<file path="src/hdl/pdpp_pkg.sv">
// ----------------------------------------------------------------------------
// pdpp_pkg
// Types, constants and the character time table of the padding delay parser.
// ----------------------------------------------------------------------------
package pdpp_pkg;

	// Character codes of the delay prefix.
	localparam logic [7:0] CHAR_ZERO  = 8'h30;
	localparam logic [7:0] CHAR_POINT = 8'h2E;

	localparam int DELAY_W = 16;
	localparam int SPEED_W = 4;
	localparam logic [SPEED_W-1:0] SPEED_RESET = 4'd14;

	// Divider sizes: dividend is delay plus half a character time.
	localparam int DIV_W = DELAY_W + 1;
	localparam int REM_W = 11;
	localparam int CNT_W = $clog2(DIV_W + 1);

	// Default depth of the queue between parser and pad generator.
	localparam int QUEUE_DEPTH = 4;

	// One classified item handed from the parser to the back end.
	typedef struct packed {
		logic                is_end;
		logic                body;
		logic [7:0]          ch;
		logic [DELAY_W-1:0]  delay;
	} pdpp_item_t;

	// Time of one character in tenths of a millisecond per line speed code.
	function automatic logic [REM_W-1:0] char_time(input logic [SPEED_W-1:0] code);
		logic [REM_W-1:0] t;
		case (code)
			4'd0:    t = 11'd0;
			4'd1:    t = 11'd2000;
			4'd2:    t = 11'd1333;
			4'd3:    t = 11'd909;
			4'd4:    t = 11'd743;
			4'd5:    t = 11'd666;
			4'd6:    t = 11'd500;
			4'd7:    t = 11'd333;
			4'd8:    t = 11'd166;
			4'd9:    t = 11'd83;
			4'd10:   t = 11'd55;
			4'd11:   t = 11'd41;
			4'd12:   t = 11'd20;
			4'd13:   t = 11'd10;
			4'd14:   t = 11'd5;
			4'd15:   t = 11'd2;
			default: t = 11'd0;
		endcase
		return t;
	endfunction

endpackage

</file>
<file path="src/hdl/pdpp_front.sv">
// ----------------------------------------------------------------------------
// pdpp_front
// Parses the delay prefix and classifies each incoming item.
// ----------------------------------------------------------------------------
module pdpp_front import pdpp_pkg::*; (
	input  logic       clk,
	input  logic       arst_n,
	input  logic       in_valid,
	output logic       in_ready,
	input  logic [7:0] in_ch,
	input  logic       in_end,
	output logic       push,
	input  logic       push_ready,
	output pdpp_item_t push_item
);

	localparam logic [1:0] PH_INT   = 2'd0;
	localparam logic [1:0] PH_FRAC1 = 2'd1;
	localparam logic [1:0] PH_SKIP  = 2'd2;
	localparam logic [1:0] PH_BODY  = 2'd3;

	logic [1:0]         phase_q, phase_d;
	logic [DELAY_W-1:0] delay_q, delay_d;
	logic               is_dec;
	logic [3:0]         dig;
	logic [19:0]        int_sum;
	logic [DELAY_W:0]   frac_sum;
	logic               body;

	assign in_ready = push_ready;
	assign push     = in_valid && push_ready;

	// Digit decode and the two saturating accumulations.
	always_comb begin
		is_dec   = (in_ch >= CHAR_ZERO) && (in_ch <= CHAR_ZERO + 8'd9);
		dig      = 4'(in_ch - CHAR_ZERO);
		int_sum  = {1'b0, delay_q, 3'b000} + {3'b000, delay_q, 1'b0}
		         + {13'd0, dig, 3'b000} + {15'd0, dig, 1'b0};
		frac_sum = {1'b0, delay_q} + {13'd0, dig};
	end

	// Next phase and delay, and whether the character belongs to the body.
	always_comb begin
		phase_d = phase_q;
		delay_d = delay_q;
		body    = 1'b0;
		if (in_end) begin
			phase_d = PH_INT;
			delay_d = '0;
		end else begin
			case (phase_q)
				PH_INT: begin
					if (is_dec) begin
						delay_d = (int_sum[19:16] != 4'd0) ? {DELAY_W{1'b1}} : int_sum[15:0];
					end else if (in_ch == CHAR_POINT) begin
						phase_d = PH_FRAC1;
					end else begin
						phase_d = PH_BODY;
						body    = 1'b1;
					end
				end
				PH_FRAC1: begin
					if (is_dec) begin
						delay_d = frac_sum[DELAY_W] ? {DELAY_W{1'b1}} : frac_sum[DELAY_W-1:0];
						phase_d = PH_SKIP;
					end else begin
						phase_d = PH_BODY;
						body    = 1'b1;
					end
				end
				PH_SKIP: begin
					if (!is_dec) begin
						phase_d = PH_BODY;
						body    = 1'b1;
					end
				end
				default: begin
					body = 1'b1;
				end
			endcase
		end
	end

	// The terminator carries the delay parsed so far.
	always_comb begin
		push_item.is_end = in_end;
		push_item.body   = body;
		push_item.ch     = in_ch;
		push_item.delay  = delay_q;
	end

	// Parser state advances on every accepted item.
	always_ff @(posedge clk or negedge arst_n) begin
		if (!arst_n) begin
			phase_q <= PH_INT;
			delay_q <= '0;
		end else if (push) begin
			phase_q <= phase_d;
			delay_q <= delay_d;
		end
	end

endmodule

</file>
<file path="src/hdl/pdpp_queue.sv">
// ----------------------------------------------------------------------------
// pdpp_queue
// Short first-in first-out queue of classified items.
// ----------------------------------------------------------------------------
module pdpp_queue import pdpp_pkg::*; #(
	parameter int Depth = QUEUE_DEPTH
) (
	input  logic       clk,
	input  logic       arst_n,
	input  logic       push,
	output logic       push_ready,
	input  pdpp_item_t push_item,
	input  logic       pop,
	output logic       head_valid,
	output pdpp_item_t head_item
);

	localparam int PtrW   = $clog2(Depth);
	localparam int CountW = $clog2(Depth + 1);
	localparam logic [PtrW-1:0]   LastPtr   = PtrW'(Depth - 1);
	localparam logic [CountW-1:0] FullCount = CountW'(Depth);

	pdpp_item_t        entries_q [Depth];
	logic [PtrW-1:0]   wr_ptr_q, rd_ptr_q;
	logic [CountW-1:0] count_q;

	assign push_ready = (count_q != FullCount);
	assign head_valid = (count_q != '0);
	assign head_item  = entries_q[rd_ptr_q];

	// Pointers and fill level.
	always_ff @(posedge clk or negedge arst_n) begin
		if (!arst_n) begin
			wr_ptr_q <= '0;
			rd_ptr_q <= '0;
			count_q  <= '0;
		end else begin
			if (push) begin
				wr_ptr_q <= (wr_ptr_q == LastPtr) ? '0 : wr_ptr_q + 1'b1;
			end
			if (pop) begin
				rd_ptr_q <= (rd_ptr_q == LastPtr) ? '0 : rd_ptr_q + 1'b1;
			end
			if (push && !pop) begin
				count_q <= count_q + 1'b1;
			end else if (pop && !push) begin
				count_q <= count_q - 1'b1;
			end
		end
	end

	// Item storage.
	always_ff @(posedge clk) begin
		if (push) begin
			entries_q[wr_ptr_q] <= push_item;
		end
	end

endmodule

</file>
<file path="src/hdl/pdpp_back.sv">
// ----------------------------------------------------------------------------
// pdpp_back
// Emits results and divides the delay by the character time on terminators.
// ----------------------------------------------------------------------------
module pdpp_back import pdpp_pkg::*; (
	input  logic               clk,
	input  logic               arst_n,
	input  logic [SPEED_W-1:0] speed_code,
	input  logic               head_valid,
	input  pdpp_item_t         head_item,
	output logic               pop,
	output logic               out_valid,
	input  logic               out_ready,
	output logic               out_char_valid,
	output logic [7:0]         out_char,
	output logic [DELAY_W-1:0] out_pads,
	output logic               out_done
);

	localparam logic ST_IDLE = 1'b0;
	localparam logic ST_DIV  = 1'b1;

	logic               state_q;
	logic [CNT_W-1:0]   cnt_q;
	logic [DIV_W-1:0]   quot_q;
	logic [REM_W-1:0]   rem_q;
	logic [REM_W-1:0]   t;
	logic [DIV_W-1:0]   dividend;
	logic               no_pad;
	logic               needs_div;
	logic               out_free;
	logic               load_head;
	logic               load_div;
	logic               start_div;
	logic [REM_W:0]     trial;
	logic               fits;

	logic               out_valid_q;
	logic               char_valid_q;
	logic [7:0]         char_q;
	logic [DELAY_W-1:0] pads_q;
	logic               done_q;

	// Operand setup and the handshake decisions.
	always_comb begin
		t         = char_time(speed_code);
		dividend  = {1'b0, head_item.delay} + DIV_W'(t >> 1);
		no_pad    = (head_item.delay == '0) || (t == '0);
		needs_div = head_item.is_end && !no_pad;
		out_free  = !out_valid_q || out_ready;
		load_head = (state_q == ST_IDLE) && head_valid && out_free && !needs_div;
		start_div = (state_q == ST_IDLE) && head_valid && needs_div;
		load_div  = (state_q == ST_DIV) && (cnt_q == '0) && out_free;
		pop       = load_head || start_div;
	end

	// One restoring division step.
	always_comb begin
		trial = {rem_q, quot_q[DIV_W-1]};
		fits  = (trial >= {1'b0, t});
	end

	// Divider control.
	always_ff @(posedge clk or negedge arst_n) begin
		if (!arst_n) begin
			state_q <= ST_IDLE;
			cnt_q   <= '0;
		end else begin
			case (state_q)
				ST_IDLE: begin
					if (start_div) begin
						state_q <= ST_DIV;
						cnt_q   <= CNT_W'(DIV_W);
					end
				end
				ST_DIV: begin
					if (cnt_q != '0) begin
						cnt_q <= cnt_q - 1'b1;
					end else if (load_div) begin
						state_q <= ST_IDLE;
					end
				end
				default: begin
					state_q <= ST_IDLE;
				end
			endcase
		end
	end

	// Divider datapath: quotient bits shift in as the dividend shifts out.
	always_ff @(posedge clk) begin
		if (start_div) begin
			quot_q <= dividend;
			rem_q  <= '0;
		end else if ((state_q == ST_DIV) && (cnt_q != '0)) begin
			quot_q <= {quot_q[DIV_W-2:0], fits};
			rem_q  <= fits ? REM_W'(trial - {1'b0, t}) : trial[REM_W-1:0];
		end
	end

	// Output register valid flag.
	always_ff @(posedge clk or negedge arst_n) begin
		if (!arst_n) begin
			out_valid_q <= 1'b0;
		end else if (load_head || load_div) begin
			out_valid_q <= 1'b1;
		end else if (out_ready) begin
			out_valid_q <= 1'b0;
		end
	end

	// Output register payload.
	always_ff @(posedge clk) begin
		if (load_head) begin
			char_valid_q <= head_item.body;
			char_q       <= head_item.body ? head_item.ch : 8'd0;
			pads_q       <= '0;
			done_q       <= head_item.is_end;
		end else if (load_div) begin
			char_valid_q <= 1'b0;
			char_q       <= 8'd0;
			pads_q       <= quot_q[DELAY_W-1:0];
			done_q       <= 1'b1;
		end
	end

	assign out_valid      = out_valid_q;
	assign out_char_valid = char_valid_q;
	assign out_char       = char_q;
	assign out_pads       = pads_q;
	assign out_done       = done_q;

endmodule

</file>
<file path="src/hdl/padding_delay_parse_and_pad.sv">
// A character item passes the queue and the output register before it shows;
// a terminator that needs padding passes the queue, divider and output register.
// Throughput: one character per cycle when not stalled by a full queue or output;
// a terminator holds the pad generator busy through the one-bit-per-cycle divider of 17 steps.
// Reset clears the parser, the queue and the output valid flag and sets the
// line speed code to 14.
// ----------------------------------------------------------------------------
// padding_delay_parse_and_pad
// Delay prefix parser and pad count generator for capability strings.
// ----------------------------------------------------------------------------
module padding_delay_parse_and_pad import pdpp_pkg::*; #(
	parameter int QueueDepth = QUEUE_DEPTH
) (
	input  logic               clk,
	input  logic               arst_n,
	// Configuration: line speed code.
	input  logic               cfg_wr_en,
	input  logic [SPEED_W-1:0] cfg_wr_data,
	// Input items.
	input  logic               s_tvalid,
	output logic               s_tready,
	input  logic [7:0]         s_tdata,   // [7:0] ch
	input  logic               s_tlast,   // is_end
	// Result items.
	output logic               m_tvalid,
	input  logic               m_tready,
	output logic [23:0]        m_tdata,   // [7:0] out_char, [23:8] pad_nulls
	output logic               m_tuser,   // char_valid
	output logic               m_tlast    // done_res
);

	logic [SPEED_W-1:0] speed_q;
	logic               push;
	logic               push_ready;
	pdpp_item_t         push_item;
	logic               pop;
	logic               head_valid;
	pdpp_item_t         head_item;
	logic [7:0]         out_char;
	logic [DELAY_W-1:0] out_pads;

	// Line speed register.
	always_ff @(posedge clk or negedge arst_n) begin
		if (!arst_n) begin
			speed_q <= SPEED_RESET;
		end else if (cfg_wr_en) begin
			speed_q <= cfg_wr_data;
		end
	end

	pdpp_front u_front (
		.clk        (clk),
		.arst_n     (arst_n),
		.in_valid   (s_tvalid),
		.in_ready   (s_tready),
		.in_ch      (s_tdata),
		.in_end     (s_tlast),
		.push       (push),
		.push_ready (push_ready),
		.push_item  (push_item)
	);

	pdpp_queue #(
		.Depth (QueueDepth)
	) u_queue (
		.clk        (clk),
		.arst_n     (arst_n),
		.push       (push),
		.push_ready (push_ready),
		.push_item  (push_item),
		.pop        (pop),
		.head_valid (head_valid),
		.head_item  (head_item)
	);

	pdpp_back u_back (
		.clk            (clk),
		.arst_n         (arst_n),
		.speed_code     (speed_q),
		.head_valid     (head_valid),
		.head_item      (head_item),
		.pop            (pop),
		.out_valid      (m_tvalid),
		.out_ready      (m_tready),
		.out_char_valid (m_tuser),
		.out_char       (out_char),
		.out_pads       (out_pads),
		.out_done       (m_tlast)
	);

	assign m_tdata = {out_pads, out_char};

endmodule

</file>
<file path="config.mk">
export PLATFORM = sky130hd
export DESIGN_NAME = padding_delay_parse_and_pad
export DESIGN_NICKNAME = d
export VERILOG_FILES = /design/src/hdl/pdpp_pkg.sv /design/src/hdl/pdpp_front.sv /design/src/hdl/pdpp_queue.sv /design/src/hdl/pdpp_back.sv /design/src/hdl/padding_delay_parse_and_pad.sv
export SDC_FILE = /design/constraint.sdc
export NUM_CORES = 1
export LEC_CHECK = 0
export ABC_AREA = 1
export BUFFER_PORTS_ARGS = -buffer_cell sky130_fd_sc_hd__buf_2
export CORE_ASPECT_RATIO = 1.25
export CORE_MARGIN = 2
export CORE_UTILIZATION = 55
export DETAILED_ROUTE_END_ITERATION = 10
export GPL_TIMING_DRIVEN = 0
export MAX_ROUTING_LAYER = met4
export PLACE_DENSITY = 0.75
export SLEW_MARGIN = 20
export SYNTH_ARGS = -nofsm -noshare
export SYNTH_HDL_FRONTEND = slang
export SYNTH_SLANG_ARGS = --single-unit
</file>
<file path="constraint.sdc">
create_clock -name clk -period 5.65 [get_ports clk]
set_clock_uncertainty 0.1 [all_clocks]
set_input_delay 1.13 -clock clk [delete_from_list [all_inputs] [get_ports clk]]
set_output_delay 1.13 -clock clk [all_outputs]
set_load 0.05 [all_outputs]
</file>
# [Word level (Yosys, flattened, before mapping)]
# Memories as Yosys holds them, arrays and structs flattened.
# Index checks and enable logic that the tools add are counted.
# W data, S select, Z words.
[classes] mux=42 eq_ne=12 addsub=12 n_reduce_logical=38 order_cmp=3 bitwise_logic=1
[ops] op="$mux W16" n=5
[ops] op="$mux W17" n=2
[ops] op="$pmux W16 S2" n=1
[ops] op="$mux W8" n=3
[ops] op="$add A19 B17 Y20" n=1
[ops] op="$add A20 B5 Y20" n=1
[ops] op="$add A20 B7 Y20" n=1
[ops] op="$add A16 B10 Y17" n=1
[ops] op="$add A16 B4 Y17" n=1
[ops] op="$logic_not A16 Y1" n=1
[ops] op="$mux W1" n=16
[ops] op="$ge A12 B11 Y1" n=1
[ops] op="$logic_and A1 B1 Y1" n=12
[ops] op="$mux W2" n=6
[ops] op="$logic_not A11 Y1" n=1
[ops] op="$mux W11" n=1
[ops] op="$sub A11 B11 Y11" n=1
[ops] op="$mux W5" n=2
[ops] op="$pmux W5 S2" n=1
[ops] op="$ne A3 B3 Y1 const B" n=3
[ops] op="$eq A8 B6 Y1 const B" n=1
[ops] op="$ge A8 B6 Y1 const B" n=1
[ops] op="$le A8 B6 Y1 const B" n=1
[ops] op="$reduce_and A4 Y1" n=2
[ops] op="other kinds (24)" n=42
[totals] register_bits=90 romBits=176 wordCells=125 ramBits=104 in_bits=18 out_inout_bits=28 n_memories=2
[memory_table] name="(no name shown)" words=16 width=11 rd=1 rd_ports_with_merged_regs=0 write_ports=0 line="pdpp_pkg.sv:34" text="case (code)"
[memory_table] name="u_queue.entries_q" words=4 width=26 rd=1 rd_ports_with_merged_regs=0 write_ports=1 line="pdpp_queue.sv:23" text="pdpp_item_t entries_q [Depth];"

# [Depth between registers and ports, before layout]
# An unclocked memory read counts as a cell.
[logic_depth] word_depth=11 depth_mapped=21 mapped_depth_nobuf=21

# [Hierarchy]
# From an unflattened synthesis, not the netlist that was laid out.
[hier_totals] hier_cells=1444 hier_area_um2=12210.5
[by_module_without_submodules] mod="pdpp_queue" seq_area_each_um2=3298.2 cells_each=356 instances=1 area_per_inst_um2=4723.3
[by_module_without_submodules] mod="pdpp_back" seq_area_each_um2=1526.5 cells_each=603 instances=1 area_per_inst_um2=4256.6
[by_module_without_submodules] mod="pdpp_front" seq_area_each_um2=450.4 cells_each=468 instances=1 area_per_inst_um2=3078.0
[by_module_without_submodules] mod="padding_delay_parse_and_pad" seq_area_each_um2=103.8 cells_each=17 instances=1 area_per_inst_um2=152.6

# [Worst setup path before layout]
# No wires, ideal clock.
[synth_path] path_type="input to register" startpoint="input s_tdata[1]" endpoint="register u_front.delay_q[4]" n_path_buf=1 slack_ns=1.646 stages=16 arrival_time_ns=3.786 required_ns=5.432 setup_time_ns=0.118 path_cell_list="inv_1 -> fa_1 -> inv_1 -> fa_1 -> fa_1 -> nand3_1 -> nand3_1 -> nand3_1 -> nand2_1 -> nand3_1 -> nand2_1 -> nor2_2 -> buf_2 -> nand3_1 -> nand3_1 -> nand2_1"
[synth_via] elab_chain_cells=8 elab_cells_between_ends=17 classes_between="add/sub (4); order compare (2); eq/ne (2); mux (6); reduce/logical (3)"
[synth_lines] element="start: declaration" line="padding_delay_parse_and_pad.sv:22" text="input logic [7:0] s_tdata,"
[synth_lines] element="$sub A4 B1 Y4" line="pdpp_front.sv:36" text="dig = 4'(in_ch - CHAR_ZERO);"
[synth_lines] element="$add A20 B7 Y20" line="pdpp_front.sv:38" text="+ {13'd0, dig, 3'b000} + {15'd0, dig, 1'b0};"
[synth_lines] element="$add A20 B5 Y20" line="pdpp_front.sv:38"
[synth_lines] element="$reduce_bool A4 Y1" line="pdpp_front.sv:54" text="delay_d = (int_sum[19:16] != 4'd0) ? {DELAY_W{1'b1}} : int_sum[15:0];"
[synth_lines] element="$mux W16" line="pdpp_front.sv:54"
[synth_lines] element="$mux W16" line="pdpp_front.sv:53" text="if (is_dec) begin"
[synth_lines] element="$pmux W16 S2" line="pdpp_front.sv:51" text="case (phase_q)"
[synth_lines] element="$mux W16" line="pdpp_front.sv:47" text="if (in_end) begin"
[synth_lines] element="end signal: assignment" line="pdpp_front.sv:99" text="delay_q <= delay_d;"
[synth_lines] element="end: declaration" line="pdpp_front.sv:23" text="logic [DELAY_W-1:0] delay_q, delay_d;"
# Parallel ways exist; a longest one is shown, timed or not. The select of a mux whose other input is x is not followed.
# A chain may end at the register's enable or synchronous reset.

# [Worst setup path after layout]
# Ends and elaborated chain as after synthesis.

==> impl_results.md <==
- Outcome: completed
- Pre-CTS WS: 908 ps
- DRT Pass-1 Iters: 5
- CTS Hold Bufs: 0
- Clk_lat worst skew: 440 ps
- Final Util: 0.620
- Post-Synth Adder-Cell Area: 0.109
- Post-Syn Nets: 1,467
- Tmin final: 4270 ps
- Hold depth: 2
- Worst VDD drop: 0.473 mV
- Hold path endpoint: u_back.out_pads[3]
- Synth cell types: between 40 and 50
- Yosys top cell area share: 0.343
- Die Y-Extent: 165 um
- Total global routing overflow: 0
- CTS H-tree lvls: 4
- WP data required: 5880 ps
- Setup repair bufs after CTS: 0
- Clock Sinks: between 150 and 200
- CTS tree: built
- Synth Area in Compound Gates: 0.0736
- Crit path DAT: 4500 ps
- DR WL/cell: 15.1 um
- Largest net degree at the start of global routing: 37
- Xor/xnor share of the synthesized area: 0.0336
- Largest fanout on the critical path: 10
- Synthesized area: 11,500 um2
- # DRC: 0
- FILL cells: between 1.5k and 2k
- Vias in the first global route: about 9.0k
- Antenna viol nets, final: 0
- IO Port Bufs: 45
- Unrepaired setup endpoints after global routing: false
- Largest family of logic cells by synthesized area: simple AND/OR/NAND/NOR gates
- Detailed placement HPWL: 19,600 um
- Crit path cell chain: buf_2, inv_1, fa_1, inv_1, fa_1, fa_1, nand3_1, nand3_1, nand3_1, nand2_1, nand3_1, nand2_1, nor2_2, buf_2, nand3_1, nand3_1, nand2_1
- Number of synthesis warnings: 0
- Final net count: approximately 1.5k
- I/O pin count: 46
- Layout cell share with drive strength beyond 1: 0.0981
- Via-to-Cell Ratio: roughly 5.4
- Clock Tree Buf Depth: 2
- Simple-Gate Fraction of Synth Area: 0.248
- Post-DP Area: 12,200 um2
- FF-to-FF setup slack: 1770 ps
- Final setup fails: 0
- Setup TNS: 0 ps
- Detailed-route via count: 9,163
- Post-CTS sizing: 0
- GRT Total Usage: 0.251
- Routed wire length: 25,800 um
- First-pass GRT wire length: 42,600 um
- Count of final hold-check violations: 0
- Root buf cell: clkbuf_16
- Synthesized instance count: 1,356
- Setup ws final: approximately 1400 ps
- Clock transition at path regs: 80 ps
- Post-route cell area: approximately 13,000 um2
- Worst slew pin tran: about 1000 ps
- Slew Viols, Final: 0
- Hold_sp: u_back.out_pads[3]
- Crit. End Element: register
- Die Wd: approximately 130 um
- Fmax: 0.234 GHz
- CTS Buf Count: 17
- Area of the multi-input gates: around 5400 um2
- Die Footprint: around 22,000 um2
- CP peak stage delay: 540 ps
- Crit share post-route: 0.755
- Max Cap Viol: 0
- Crit Path Class: primary input to register
- Slowest CP cell: fa_1
- FF+latch count, synth: around 190
- Power Dens Cells: ~660 nW/um2
- Starting Density: 0.555
- Pleak: between 0.005 and 0.006 uW
- Mean Syn Cell Area: 8.45 um2
- Initial DRC count: 516
- Sequential share of the synthesized area: 0.469
- Register-to-Register Path Depth: 16
- Storage element area: 5380 um2
- Area leader, netlist: edfxtp_1
- Layout area overhead: 11.7%
- Core outline area: 20,700 um2
- Min-Delay Path Class: register to register
- Routability cong.: 0.932
- Capturing point of the worst reg2reg path: u_front.delay_q[4]
- R2r startpoint: u_front.delay_q[1]
- Setup crit start kind: primary input
- Relative slew slack: 0.351
- Initial antenna violation count: 0
- Post-synthesis mux area share: 0
- Antenna Cells: 0
- Crit-path most repeated cell: nand3_1
- Cell row count: 59
- Tot Pwr: 8480 uW
- Top post-synthesis cells by area: edfxtp_1, nand2_1, ha_1
==> through the flow <==
step	hold WS (ps)	cells
after global placement	346	1675
after detailed placement	352	1679
final	359	1711
after floorplan	398	1356
after global routing	376	1711
after CTS	362	1711
==> report_power, final <==
| part | internal, uW | total (uW) | switching (uW) |
|---|---|---|---|
| registers | 2130 | 2480 | 347 |
| logic | 1630 | 4720 | 3090 |
| clock network | 683 | 1280 | 593 |
==> critical path: cells and delay by family <==
kind | cells | cell delay, ps
adder cells (fa/ha/maj) | 3 | 1550
buffers and inverters | 4 | 620
AND/OR/NAND/NOR | 10 | 1190
==> registers in the layout, summed over array words and instances, names as in the netlist, 2 cells and up <==
signal and flops:
u_back.cnt_q 5, u_front.delay_q 16, u_queue.entries_q 104, u_queue.wr_ptr_q 2, u_queue.count_q 3, u_queue.rd_ptr_q 2
u_front.phase_q 2, u_back.out_char 8, u_back.quot_q 17, speed_q 4, u_back.out_pads 16, u_back.rem_q 11
==> cells by family (layout without fill, tap and decap cells) <==
logic type,count (synthesis),count (layout)
simple gates,692,692
flops,194,194
buf+inv,180,261
compound gates,153,153
fa+ha+maj,93,93
xor+xnor,44,44
==> placed cells by master, fill, tap and decap left out, types with 4 or more instances in the layout <==
cell | Yosys | routed
nand2_1 | 424 | 424
inv_1 | 139 | 139
edfxtp_1 | 131 | 131
nor2_1 | 118 | 114
nand3_1 | 109 | 109
ha_1 | 82 | 82
a21oi_1 | 61 | 61
buf_2 | 12 | 57
o21ai_0 | 50 | 50
dfrtp_1 | 33 | 33
dfxtp_1 | 27 | 27
xor2_1 | 26 | 26
xnor2_1 | 18 | 18
clkbuf_16 | 0 | 17
o21ai_1 | 15 | 15
nor3_1 | 12 | 12
fa_1 | 11 | 11
a21oi_2 | 10 | 10
clkbuf_1 | 8 | 8
buf_4 | 7 | 7
nand4_1 | 6 | 6
o21bai_1 | 6 | 6
nand3b_1 | 6 | 6
inv_2 | 5 | 5
buf_6 | 4 | 4
nor2_4 | 0 | 4
clkinv_8 | 0 | 4
buf_16 | 0 | 4
==> cell usage after synthesis, drive strengths merged <==
cell type	number
a21o	3
a21oi	71
a31oi	3
a32o	1
and2	1
and3	1
buf	26
clkbuf	8
dfrtp	33
dfstp	3
dfxtp	27
edfxtp	131
fa	11
ha	82
inv	146
nand2	428
nand3	111
nand3b	6
nand4	6
nor2	121
nor3	13
nor3b	1
nor4	2
o21a	1
o21ai	66
o21bai	6
o22ai	2
or2	1
or3	1
xnor2	18
xor2	26
==> layout make-up <==
class                           instances  area share
Sequential cell                       194       0.420
Inverter                              146      0.0432
Clock inverter                         15      0.0166
Buffer                                 34      0.0164
Clock buffer                           17      0.0332
Timing Repair Buffer                   49      0.0262
Tap cell                              274      0.0268
Multi-Input combinational cell        982       0.418
==> worst max path at each step <==
stage | startpoint | endpoint | slack, ps | cells past startpoint
final | s_tdata[1] | u_front.delay_q[4] | 1380 | 17
after global routing | s_tdata[1] | u_front.delay_q[13] | 1100 | 17
after detailed placement | s_tdata[1] | u_front.delay_q[4] | 910 | 17
after CTS | s_tdata[1] | u_front.delay_q[4] | 1360 | 17
after global placement | s_tdata[3] | u_front.delay_q[4] | 910 | 17
after floorplan | s_tdata[1] | u_front.delay_q[4] | 1650 | 16
==> routing by layer <==
layer,global-route usage,wire [um]
met1,0.271,10300
met2,0.466,13800
met3,0.0247,877
met4,0.122,864
met5,-,0
Note: power is estimated with default switching activity, not from simulation.
